### config.mk
export PLATFORM = sky130hd
export DESIGN_NAME = psu_queue
export DESIGN_NICKNAME = d
export VERILOG_FILES = /design/src/psu_queue.sv
export SDC_FILE = /design/constraint.sdc
export NUM_CORES = 1
export LEC_CHECK = 0
export BUFFER_PORTS_ARGS = -buffer_cell sky130_fd_sc_hd__buf_4
export CAP_MARGIN = 0
export CORE_UTILIZATION = 55
export CTS_CLUSTER_SIZE = 20
export DETAILED_ROUTE_END_ITERATION = 8
export PLACE_DENSITY = 0.77
export SYNTH_ARGS = -nofsm -noshare
export SYNTH_HDL_FRONTEND = slang
export SYNTH_SLANG_ARGS = --single-unit
### constraint.sdc
create_clock -name clk -period 3 [get_ports clk]
set_clock_uncertainty 0.1 [all_clocks]
set_input_delay 0 -clock clk [delete_from_list [all_inputs] [get_ports clk]]
set_output_delay 0 -clock clk [all_outputs]
set_load 0.05 [all_outputs]
### src/psu_queue.sv
`timescale 1ns / 1ps
// ----------------------------------------------------------------------------
// psu_queue
// Short register queue between the front and back parts.
// ----------------------------------------------------------------------------
module psu_queue #(
  parameter int W     = 8,
  parameter int DEPTH = 4
) (
  input  logic         clk,
  input  logic         rst,
  input  logic         push,
  input  logic [W-1:0] push_data,
  input  logic         pop,
  output logic [W-1:0] head,
  output logic         empty,
  output logic         full
);
  localparam int AW = (DEPTH > 1) ? $clog2(DEPTH) : 1;

  logic [W-1:0]  slots [DEPTH];
  logic [AW-1:0] wptr;
  logic [AW-1:0] rptr;
  logic [AW:0]   count;

  assign empty = (count == '0);
  assign full  = (count == (AW + 1)'(DEPTH));
  assign head  = slots[rptr];

  always_ff @(posedge clk) begin
    if (push) begin
      slots[wptr] <= push_data;
    end
  end

  always_ff @(posedge clk) begin
    if (rst) begin
      wptr  <= '0;
      rptr  <= '0;
      count <= '0;
    end else begin
      if (push) begin
        wptr <= (wptr == AW'(DEPTH - 1)) ? '0 : wptr + AW'(1);
      end
      if (pop) begin
        rptr <= (rptr == AW'(DEPTH - 1)) ? '0 : rptr + AW'(1);
      end
      if (push && !pop) begin
        count <= count + (AW + 1)'(1);
      end else if (pop && !push) begin
        count <= count - (AW + 1)'(1);
      end
    end
  end

endmodule

Word level (Yosys, flattened, before mapping)
Memory sizes are Yosys's and may differ from the RTL's. A register that Yosys moved wholly into a read port is not among the register bits.
Cells that the tools add are included.
Widths: inputs -> output; s select.

storage, ports and cells
  flip-flop bits (word level) = 7
  latch bits = 0
  RAM bits = 32
  bits in read-only memories = 0
  input bits = 12
  logic and storage cells = 25
  memories kept = 1

cells by class
  add/subtract/negate cells = 4
  $mul = 0
  divide/modulo/power cells = 0
  order comparisons = 0
  equal/unequal tests = 3
  shift operators = 0
  mux-type cells = 8
  bitwise logic cells = 0
  reduce and logical (&&, ||, !) cells = 6

memory list
  name   depth  bits a word  read ports  clocked after memory_dff  write ports  line  text
  slots  4      8            1           1                         1            21    logic [W-1:0] slots [DEPTH];

operators by type and width
  cell                 number
  $mux 2               4
  $mux 3               2
  $add 2x1->2 const B  2
  $eq 2x2->1 const B   2
  $add 3x1->3 const B  1
  $eq 3x3->1 const B   1
  $logic_not 3->1      1
  $sub 3x1->3 const B  1
  $logic_and 1x1->1    2
  $logic_not 1->1      2
  $mux 1               2
  $reduce_bool 2->1    1

Logic depth before layout (Yosys ltp)
  depth in word-level cells = 4
  mapped depth = 7

Worst setup path before layout
No wires, ideal clock.

  kind = flip-flop to output port
  start = register count[1]
  end = output port full
  arrival = 1.502 ns
  data required time = 2.900 ns
  setup slack = 1.398 ns
  stages on the path, launching flop included = 2
  cell sequence = dfxtp_1 > nor3b_1

between the ends
  cells in the longest elaborated chain, start to end = 1

ends and longest elaborated chain
  what                      line  text
  start: declaration        24    logic [AW:0] count;
  start signal: assignment  49    count <= count + (AW + 1)'(1);
  start signal: assignment  51    count <= count - (AW + 1)'(1);
  $eq 3x3->1                27    assign full = (count == (AW + 1)'(DEPTH));
  end: declaration          17    output logic full

No other way between the ends.

==> impl_results.md <==
- Slowest cell delay on critical path: 670 ps
- Fmax achieved: 527 MHz
- Post-Synth Adder-Cell Area: 5.95%
- Dpl cells: 136
- Simple-gate area share of the yosys netlist: 4.86%
- Vias: 824
- RSZ-0062 raised after global routing: false
- CTS buffer count: 5
- Slowest stage cell, crit path: dfxtp_1
- Sw Ratio: 27.2%
- Via density: 5.32
- Final setup fails: 0
- Combinational share of power: 18.5%
- Tmin final: 1900 ps
- Area leader, netlist: edfxtp_1
- Switching pwr: 0.000317 W
- CTS max path bufs: 2
- Power Dens Cells: 600 mW/mm²
- CTS tree: yes
- Clock group share of total power: 24.1%
- Final Hold Viols: 0
- Final period util: 63.2%
- Full die area: 0.00312 mm²
- Post-CTS setup buffers: 0
- Top cell type's share of synthesized area: 60.1%
- Io pins: 22
- Dpl cell area: 0.00178 mm²
- Post-synth design cell area: 0.00160 mm²
- Highest net fanout along the worst path: 8
- Layout Area Growth over Synthesis: 21.8%
- Final net count: 142
- Mapped Cells: 86
- Setup TNS: 0 ps
- Leakage power: 0.730 nW
- Final HPWL DP: 1560 µm
- Worst skew pair latency: 340 ps
- Avg WL per Cell: 15.6 µm
- Fill cell count: 190
- Layout Cells excl Fill: 155
- Core Region: 0.00276 mm²
- Mux contribution to synthesized area: 13.8%
- Yosys warns: 0
- Compound-Gate Fraction of Synth Area: 0.940%
- CP Class: reg2out
- Synth area leaders: edfxtp_1 (60%), dfxtp_1 (11%), mux4_2 (11%)
- Syn Nets: 105
- Hold Crit Class: in2reg
- Seq/Total Area, Yosys: 71.4%
- Share of layout cells above drive strength 1: 28.2%
- Post-synthesis xor/xnor area fraction: 1.10%
- Worst R2R Start: count[0]
- Final wirelength: 2420 µm
- Initial Utilization: 57.9%
- CP bufs+invs: 1
- Arrival time of the worst setup path: 1800 ps
- Initial antenna violation count: 0
- Overall routing resource usage: 17.8%
- FF/Latch Area: 0.00114 mm²
- Chip height: 55.9 µm
- CTS H-tree depth: 2
- Worst IR Drop VDD: 0.000494 V
- Worst-path clk slew: 110 ps
- FP Rows: 19
- Multi-input combinational cell area: 425 µm²
- Number of remaining DRC errors: 0
- Final design instance area without fill: 0.00195 mm²
- Required @ worst endpoint: 2900 ps
- Fin. max-slew vios: 0
- Gp weighted congestion: 0.737
- CP endpoint kind: output pin
- Crit-path leading delay family: flip-flops
- Die W: 55.9 µm
- Clock root cell: clkbuf_4
- Tightest Pin Transition: 534 ps
- Worst hold margin: 292 ps
- Largest net degree at the start of global routing: 13
- Final core occ: 70.6%
- Max cap viols: 0
- Post-cts sizing count: 0
- PortBufs: 21
- HP Start: push_data[4]
- First-pass GRT wire length: 3880 µm
- Outcome: complete, no violations
- #FFs+latches synth: 41
- Internal Power: 0.000850 W
- CTS sink count: 41
- Antenna Cells: 0
- Post-synth cell types: 17
- Largest family of logic cells by synthesized area: multiplexers
- First-pass detailed-route iteration total: 4
- GRT Residual Overflow: 0
- Vias in the first global route: 851
- Startpoint types: flip-flop
- Post-route antenna net violation count: 0
- Syn Area/Cell: 18.6 µm²
- Part of the power in registers: 57.4%
- Hold-fix buffers, CTS: 11
- Normalized max-slew margin: 64.4%
- CP Cell Sequence: mux4_2 -> buf_4
- DRC violation total after the first TritonRoute iteration: 12
## synthesized netlist by cell type, drive strengths merged
cell type  count
buf            1
clkbuf         1
a21oi          2
mux4           8
and2           4
xor2           2
inv            4
fa             1
dfxtp          9
or3            1
nor3           1
nor2           7
ha             6
o21ai          1
nor3b          2
edfxtp        32
mux2i          4
## worst register-to-register path: cells and delay by family (launching register included)
family,cells,cell delay [ps]
DFF,1,370
xor gates and xnor gates,1,150
and+or+nand+nor,1,300
adders and majority gates,1,450
AOI/OAI and AO/OA,1,140
## state kept, by name (all words and copies together), names as in the netlist, named ones only
register,flops
wptr,2
rptr,2
count,3
slots,32
## final timing paths
check                                   end  cells past startpoint  slack, ps
worst max-delay path                head[6]                      2       1100
worst min-delay path            slots[0][4]                      2        290
worst max register to register     count[2]                      4       1440
worst min register to register     count[2]                      2        430
## power by group through the flow
stage	Combinational [W]	Sequential, W	Clock (W)
2_1_floorplan	0.000154	0.000671	0
3_3_place_gp	0.000202	0.000681	0
3_5_place_dp	0.000205	0.000684	0
4_1_cts	0.000218	0.000671	0.000289
5_1_grt	0.000230	0.000674	0.000306
6_report	0.000216	0.000670	0.000282
## logic make-up after synthesis
kind of cell / Yosys count
buffers and inverters: 6
muxes: 12
and+or+nand+nor: 15
adders and majority gates: 7
AOI/OAI and AO/OA: 3
xor gates and xnor gates: 2
DFF: 41
## cells in the final DEF, fill, tap and decap left out
cell and count:
clkbuf_4 5, clkbuf_1 2, clkbuf_8 1, xor2_1 2, buf_4 21, a21oi_1 2
nor3b_1 2, nor3_1 1, and2_1 4, ha_1 6, mux4_2 8, o21ai_0 1
dfxtp_1 9, dlygate4sd3_1 11, fa_1 1, edfxtp_1 32, inv_1 4, nor2_1 7
mux2i_1 4, or3_1 1
## through the flow
| step | power (W) | worst slack, ps |
|---|---|---|
| floorplan | 0.000825 | 1400 |
| global placement | 0.000883 | 1450 |
| detailed placement | 0.000888 | 1410 |
| CTS | 0.00118 | 1040 |
| global route | 0.00121 | 969 |
| finish | 0.00117 | 1100 |
## metal layers
metal / global-route usage [%] / up-vias / routed length [µm]
li1: - / 398 / -
met3: 4.88 / 5 / 115
met1: 20.7 / 404 / 1020
met2: 28.7 / 17 / 1220
met5: 0 / - / 0
met4: 12.5 / 0 / 55
## final cells by class
| class | instances | share of cell area (%) |
|---|---|---|
| clock buffers | 8 | 3.02 |
| inverters | 4 | 0.771 |
| multi-input cells | 39 | 21.9 |
| flip-flops and latches | 41 | 58.6 |
| well taps | 31 | 1.99 |
| repair buffers | 32 | 13.8 |
Note: power is estimated with default switching activity, not from simulation.
