[src/psu_pkg.sv]
`timescale 1ns / 1ps
// ----------------------------------------------------------------------------
// psu_pkg
// Shared types, constants and the Paeth predictor for the scanline unfilter.
// ----------------------------------------------------------------------------
package psu_pkg;

  localparam int MAX_ROW_BYTES_DEF   = 8192;
  localparam int MAX_PIXEL_BYTES_DEF = 8;

  localparam int BYTE_W    = 8;
  localparam int BPP_W     = 4;
  localparam int BPR_W     = 14;
  localparam int CFG_W     = 14;
  localparam int CFG_IDX_W = 1;

  localparam logic [CFG_IDX_W-1:0] REG_PIXEL_STRIDE  = 1'd0;
  localparam logic [CFG_IDX_W-1:0] REG_BYTES_PER_ROW = 1'd1;

  localparam logic [BPP_W-1:0] BPP_RESET = 4'd4;
  localparam logic [BPR_W-1:0] BPR_RESET = 14'd1024;

  localparam logic [BYTE_W-1:0] FT_NONE  = 8'd0;
  localparam logic [BYTE_W-1:0] FT_SUB   = 8'd1;
  localparam logic [BYTE_W-1:0] FT_UP    = 8'd2;
  localparam logic [BYTE_W-1:0] FT_AVG   = 8'd3;
  localparam logic [BYTE_W-1:0] FT_PAETH = 8'd4;

  typedef enum logic [2:0] {
    FLT_NONE,
    FLT_SUB,
    FLT_UP,
    FLT_AVG,
    FLT_PAETH,
    FLT_BAD
  } filter_t;

  typedef struct packed {
    logic [BYTE_W-1:0] data;
    filter_t           filter;
    logic              row_start;
    logic              first_row;
    logic              last;
  } entry_t;

  localparam int ENTRY_W = $bits(entry_t);

  function automatic filter_t classify(input logic [BYTE_W-1:0] code);
    filter_t f;
    case (code)
      FT_NONE:  f = FLT_NONE;
      FT_SUB:   f = FLT_SUB;
      FT_UP:    f = FLT_UP;
      FT_AVG:   f = FLT_AVG;
      FT_PAETH: f = FLT_PAETH;
      default:  f = FLT_BAD;
    endcase
    return f;
  endfunction

  function automatic logic [BYTE_W-1:0] paeth_pick(input logic [BYTE_W-1:0] a,
                                                   input logic [BYTE_W-1:0] b,
                                                   input logic [BYTE_W-1:0] c);
    logic signed [10:0] da;
    logic signed [10:0] db;
    logic signed [10:0] dc;
    logic [10:0]        pa;
    logic [10:0]        pb;
    logic [10:0]        pc;
    logic [BYTE_W-1:0]  res;
    da  = $signed({3'b000, b}) - $signed({3'b000, c});
    db  = $signed({3'b000, a}) - $signed({3'b000, c});
    dc  = da + db;
    pa  = da[10] ? 11'(-da) : 11'(da);
    pb  = db[10] ? 11'(-db) : 11'(db);
    pc  = dc[10] ? 11'(-dc) : 11'(dc);
    if (pa <= pb && pa <= pc) begin
      res = a;
    end else if (pb <= pc) begin
      res = b;
    end else begin
      res = c;
    end
    return res;
  endfunction

endpackage

[src/psu_front.sv]
`timescale 1ns / 1ps
// ----------------------------------------------------------------------------
// psu_front
// Accepts stream bytes, tracks row position and filter type, and queues one
// classified entry per data byte.
// ----------------------------------------------------------------------------
module psu_front #(
  parameter int MAX_ROW_BYTES   = psu_pkg::MAX_ROW_BYTES_DEF,
  parameter int MAX_PIXEL_BYTES = psu_pkg::MAX_PIXEL_BYTES_DEF,
  parameter int CW = (MAX_ROW_BYTES > 1) ? $clog2(MAX_ROW_BYTES) : 1,
  parameter int PW = (MAX_PIXEL_BYTES > 1) ? $clog2(MAX_PIXEL_BYTES) : 1
) (
  input  logic                        clk,
  input  logic                        rst,
  input  logic                        in_valid,
  input  logic                        in_ready,
  input  logic [psu_pkg::BYTE_W-1:0]  stream_byte,
  input  logic                        image_start,
  input  logic [psu_pkg::BPP_W-1:0]   pixel_stride,
  input  logic [psu_pkg::BPR_W-1:0]   bytes_per_row,
  output logic                        push,
  output psu_pkg::entry_t             push_entry,
  output logic [CW-1:0]               push_column,
  output logic [PW-1:0]               push_sel
);
  import psu_pkg::*;

  localparam int CMPW = (CW + 1 > BPR_W) ? CW + 1 : BPR_W;

  logic [CW-1:0]   column;
  filter_t         row_filter;
  logic            awaiting_filter;
  logic            first_row;
  logic            accept;
  logic            awaiting_now;
  logic            first_now;
  logic [CMPW-1:0] len_eff;
  logic            last;

  assign accept       = in_valid && in_ready;
  assign awaiting_now = awaiting_filter || image_start;
  assign first_now    = first_row || image_start;

  always_comb begin
    if (bytes_per_row == '0) begin
      len_eff = CMPW'(1);
    end else if (32'(bytes_per_row) > MAX_ROW_BYTES) begin
      len_eff = CMPW'(MAX_ROW_BYTES);
    end else begin
      len_eff = CMPW'(bytes_per_row);
    end
  end

  always_comb begin
    if (pixel_stride == '0) begin
      push_sel = '0;
    end else if (32'(pixel_stride) > MAX_PIXEL_BYTES) begin
      push_sel = PW'(MAX_PIXEL_BYTES - 1);
    end else begin
      push_sel = PW'(pixel_stride - BPP_W'(1));
    end
  end

  assign last = (CMPW'(column) + CMPW'(1)) >= len_eff;

  assign push                 = accept && !awaiting_now;
  assign push_column          = column;
  assign push_entry.data      = stream_byte;
  assign push_entry.filter    = row_filter;
  assign push_entry.row_start = (column == '0);
  assign push_entry.first_row = first_now;
  assign push_entry.last      = last;

  always_ff @(posedge clk) begin
    if (rst) begin
      column          <= '0;
      row_filter      <= FLT_NONE;
      awaiting_filter <= 1'b1;
      first_row       <= 1'b1;
    end else if (accept) begin
      if (awaiting_now) begin
        row_filter      <= classify(stream_byte);
        awaiting_filter <= 1'b0;
        column          <= '0;
        first_row       <= first_now;
      end else if (last) begin
        awaiting_filter <= 1'b1;
        first_row       <= 1'b0;
        column          <= '0;
      end else begin
        column <= column + CW'(1);
      end
    end
  end

endmodule

[config.mk]
export PLATFORM = sky130hd
export DESIGN_NAME = psu_front
export DESIGN_NICKNAME = d
export VERILOG_FILES = /design/src/psu_pkg.sv /design/src/psu_front.sv
export SDC_FILE = /design/constraint.sdc
export NUM_CORES = 1
export LEC_CHECK = 0
export BUFFER_PORTS_ARGS = -buffer_cell sky130_fd_sc_hd__buf_4
export CELL_PAD_IN_SITES_DETAIL_PLACEMENT = 1
export CELL_PAD_IN_SITES_GLOBAL_PLACEMENT = 2
export CORE_UTILIZATION = 28
export CTS_CLUSTER_SIZE = 40
export DETAILED_ROUTE_END_ITERATION = 10
export PLACE_DENSITY = 0.81
export SYNTH_ARGS = -nofsm -noshare
export SYNTH_HDL_FRONTEND = slang
export SYNTH_SLANG_ARGS = --single-unit
[constraint.sdc]
create_clock -name clk -period 7.1 [get_ports clk]
set_input_delay 1.42 -clock clk [delete_from_list [all_inputs] [get_ports clk]]
set_output_delay 1.42 -clock clk [all_outputs]
set_load 0.01 [all_outputs]
Word level (Yosys, flattened, before mapping):

Index checks and enable logic that the tools add are counted.

* flip-flop bits (word level): 18
* word-level logic and storage cells: 37

* add/sub/neg operators: 3
* magnitude comparators: 3
* equal/unequal tests: 4
* mux-type cells: 11
* reductions and logical operators: 12

Operators with widths (count)
* 14-bit 2-to-1 mux: 2
* 13-bit 2-to-1 mux: 2
* 8-bit by 2-bit equality test with 1-bit output (second input constant): 2
* 3-bit one-hot mux with 5 select lines: 1
* 13-bit by 1-bit adder with 14-bit output (second input constant): 1
* 14-bit greater-or-equal comparator: 1
* 14-bit > comparator (second input constant): 1
* 14-bit logical NOT: 1
* 13-bit by 1-bit adder with 13-bit output (second input constant): 1
* 13-bit logical NOT: 1
* 8-bit by 1-bit equality test with 1-bit output (second input constant): 1
* 8-bit by 3-bit equality test with 1-bit output (second input constant): 1
* 8-bit logical NOT: 1
* 3-bit 2-to-1 mux: 2
* 4-bit > comparator (second input constant): 1
* 4-bit logical NOT: 1
* 1-bit 2-to-1 mux: 4
* 2-bit AND reduction: 2
* 3-bit by 1-bit subtractor with 3-bit output (second input constant): 1
* 1-bit logical AND: 2
* 1-bit logical OR: 2
* 2-bit nonzero test: 1
* 1-bit logical NOT: 1

Longest topological paths before layout:

* word-level depth: 6
* gate-level depth with buffers: 12

Worst setup path before layout:

No wires, ideal clock.

* path type: input to output
* from: input port bytes_per_row[0] in the netlist's numbering
* to: output port push_entry[0] in the netlist's numbering
* arrival time: 3053 ps
* required time: 5680 ps
* path slack: 2627 ps
* stages: 10
* buffers on the path: 1
* cell sequence: nor4_1 nand4_1 nand2_1 nand2_1 ha_1 nand4_1 a21oi_1 o311ai_4 nand2_2 buf_4

* cells in the longest elaborated chain, start to end: 4

Ends and longest elaborated chain
* start, declared: RTL line psu_front.sv:20 `input logic [psu_pkg::BPR_W-1:0] bytes_per_row,`
* 14-bit > comparator: RTL line psu_front.sv:47 `end else if (32'(bytes_per_row) > MAX_ROW_BYTES) begin`
* 14-bit 2-to-1 mux: RTL line psu_front.sv:47
* 14-bit 2-to-1 mux (*): RTL line psu_front.sv:45 `if (bytes_per_row == '0) begin`
* 14-bit greater-or-equal comparator (*): RTL line psu_front.sv:64 `assign last = (CMPW'(column) + CMPW'(1)) >= len_eff;`
* end, declared: RTL line psu_front.sv:22 `output psu_pkg::entry_t push_entry,`

Mark *: on every way between the ends. The rest lies on a longest branch, timed or not.

==> impl_metrics.py <==
metrics = {
    "pwr": {
        "static-leakage-power_uw": 0.000915,
        "finalPower_uw": 238,
        "p_per_area_nw_per_um2": 114,
        "vdd_drop_max_uv": 64.2,
    },
    "setup_path": {
        "crit_type": "in2out",
        "critPathCaptureType": "output port",
        "required_ns": 5.68,
        "start_kind": "primary input",
        "timing.critical_path.fanout_max": 19,
        "critPathArrivalTime_ns": 3.77,
    },
    "cts": {
        "tritoncts": "yes",
        "cts.root.buffer_cell": "sky130_fd_sc_hd__clkbuf_8",
        "insertion_delay_ns": 0.26,
        "tritoncts_num_sinks": 18,
        "cts_max_level": 1,
        "post-cts-setup-buffer-count": 0,
        "post_cts.resized_instances": 0,
        "clk_pin_slew_worst_paths_ns": 0.07,
        "cts_buffer_depth": 2,
        "tritoncts.num_buffers": 3,
        "postCtsHoldBufs": 0,
    },
    "hold_path": {
        "worst_hold_path_type": "reg2reg",
    },
    "sta": {
        "final-hold-violation-count": 0,
        "slew_violations": 0,
        "tns_ns": 0,
        "tightest_slew_ns": 0.807,
        "final_period_util": 0.731,
        "rsz_0062_raised_after_global_routing": "false",
        "timing.clock.skew_ns": 0.00400,
        "timing.final.crit_period_ns": 5.19,
        "setup_viol_count_final": 0,
        "timing.max_slew.rel_slack": 0.461,
        "clock.fmax_ghz": 0.193,
    },
    "place": {
        "place.detailed.instances": 326,
        "placement.io_buffers": 61,
        "gp_congestion": 0.805,
        "dpl.hpwl_um": 3740,
    },
    "drt": {
        "drt-pass1-iter-count": 4,
        "route.antenna.remaining_nets": 0,
        "post-route-drc-count": 0,
        "detail_route.vias_per_cell": 5.04,
        "wire_per_inst_um": 14.0,
        "routed_wl_um": 4610,
        "vias": 1662,
        "drtIter0Drc": 69,
    },
    "synthesis": {
        "synth.lib_cells_used.distinct": 34,
        "synth.net_count": 259,
        "synthesis.yosys.warnings": 0,
        "postSynthAreaPerCell_um2": 7.59,
        "post_synth_instance_area_um2": 1600,
        "yosysSeqAreaShare": 0.225,
        "postSynthCellCount": 211,
        "ys_ff_latch": 18,
    },
    "finish": {
        "final-instance-count-excl-fill": 330,
        "drive_gt1_frac": 0.287,
        "flow.area_growth_from_synthesis_pct": 29.9,
        "finalNetCount": 307,
        "fillCellCount": 691,
        "num_antenna_cells": 0,
    },
    "floorplanning": {
        "initial_core_util": 0.291,
        "top_level_ports": 62,
        "die_y_um": 77.6,
        "rows": 27,
        "die_width_um": 77.6,
        "core_um2": 5510,
        "fp.dieArea_um2": 6030,
    },
    "global_route": {
        "vias_in_the_first_global_route": 1593,
        "global_route_wire_length_before_repair_um": 7840,
        "groute.layer.met2.usage": 0.246,
        "met3_usage": 0.0188,
        "groute.usage.overall": 0.164,
        "grt_use_met1": 0.242,
        "antenna_violations_before_repair": 0,
        "gr-max-usage-layer": "met2",
        "grt_start_max_net_pins": 20,
        "remaining_global_route_overflow": 0,
    },
    "run": {
        "drv.max_cap_violation_count": 0,
    },
    "run_status": {
        "status": "complete, no violations",
    },
}
[area by class of cell]
type	instances	area, um^2	share of cell area
repair buffers	61	458	0.220
flip-flops and latches	18	360	0.173
well taps	72	90.1	0.0433
multi-input cells	161	1060	0.512
inverters	14	52.6	0.0253
clock buffers	4	55.1	0.0265
[cell usage after synthesis, drive strengths merged]
cell type  instances  area, um^2
nand4b             4        35.0
nand2b             2        12.5
a221o              1        10.0
a21oi             18        90.1
clkbuf             3        11.3
ha                17         213
a211oi             6        62.6
o311ai             1        26.3
inv               14        52.6
dfxtp             18         360
a21o               2        15.0
nor2              13        48.8
nand3             17        90.1
or2                1        6.26
nor4b              1        8.76
o21ai              4        20.0
xor2               6        52.6
and2               1        6.26
a31oi              5        31.3
nand4              9        56.3
and3               3        18.8
nor3               4        20.0
buf               15         113
nand2             33         126
o221ai             1        15.0
xnor2              5        43.8
nor4               7        56.3
[power breakdown]
group | switching (uW) | internal (uW)
Combinational | 23.7 | 23.8
Sequential | 1.01 | 102
Clock | 37.8 | 49.4
Total | 62.5 | 175
[kinds of logic (layout without fill, tap and decap cells)]
logic type / count (synthesis) / in the layout / synth area share
AOI/OAI and AO/OA: 38 / 38 / 0.169
xor gates and xnor gates: 11 / 11 / 0.0602
adders and majority gates: 17 / 17 / 0.133
buffers and inverters: 32 / 79 / 0.110
DFF: 18 / 18 / 0.225
and+or+nand+nor: 95 / 95 / 0.303
[worst max-delay path, cell delays in order]
cell,delay (ns)
sky130_fd_sc_hd__buf_4,0.11
sky130_fd_sc_hd__nor4_1,0.36
sky130_fd_sc_hd__nand4_1,0.17
sky130_fd_sc_hd__nand2_1,0.12
sky130_fd_sc_hd__nand2_1,0.06
sky130_fd_sc_hd__ha_1,0.29
sky130_fd_sc_hd__nand4_1,0.12
sky130_fd_sc_hd__a21oi_1,0.08
sky130_fd_sc_hd__o311ai_4,0.74
sky130_fd_sc_hd__nand2_2,0.11
sky130_fd_sc_hd__buf_4,0.18
[flip-flops by register name, indices dropped and copies added (netlist names)]
name and flops:
push_column 13, row_filter 3, awaiting_filter 1, first_row 1
[worst paths after layout]
path                          from        endpoint  slack [ns]  cells past startpoint
setup / recovery  bytes_per_row[6]   push_entry[0]        1.91                     11
hold / removal           first_row       first_row        0.48                      2
setup reg to reg    push_column[0]  push_column[4]        3.71                     10
hold reg to reg          first_row       first_row        0.48                      2
[metrics by stage]
stage	setup slack, ns	cell area (um^2)	util	hold slack [ns]
floorplan	2.63	1600	-	0.439
global placement	1.96	2030	0.368	0.459
detailed placement	1.88	2030	0.368	0.474
CTS	1.87	2080	0.378	0.485
global route	1.75	2080	0.378	0.524
finish	1.91	2080	0.378	0.482
[layer usage]
metal	up-vias	wire length [um]
li1	834	-
met1	785	2360
met2	38	2040
met3	5	150
met4	0	55
met5	-	0
[cells in the final DEF (no fill, tap or decap), drive strengths merged, types with 2 or more instances in the layout]
| master | count |
|---|---|
| a31oi | 5 |
| xnor2 | 5 |
| and3 | 3 |
| nor4 | 7 |
| buf | 61 |
| ha | 17 |
| inv | 14 |
| nand4b | 4 |
| clkbuf | 4 |
| a211oi | 6 |
| nand3 | 17 |
| nand2b | 2 |
| dfxtp | 18 |
| nand2 | 33 |
| nand4 | 9 |
| nor3 | 4 |
| xor2 | 6 |
| o21ai | 4 |
| nor2 | 13 |
| a21oi | 18 |
| a21o | 2 |
No activity file was read; power rests on OpenSTA's default activity.
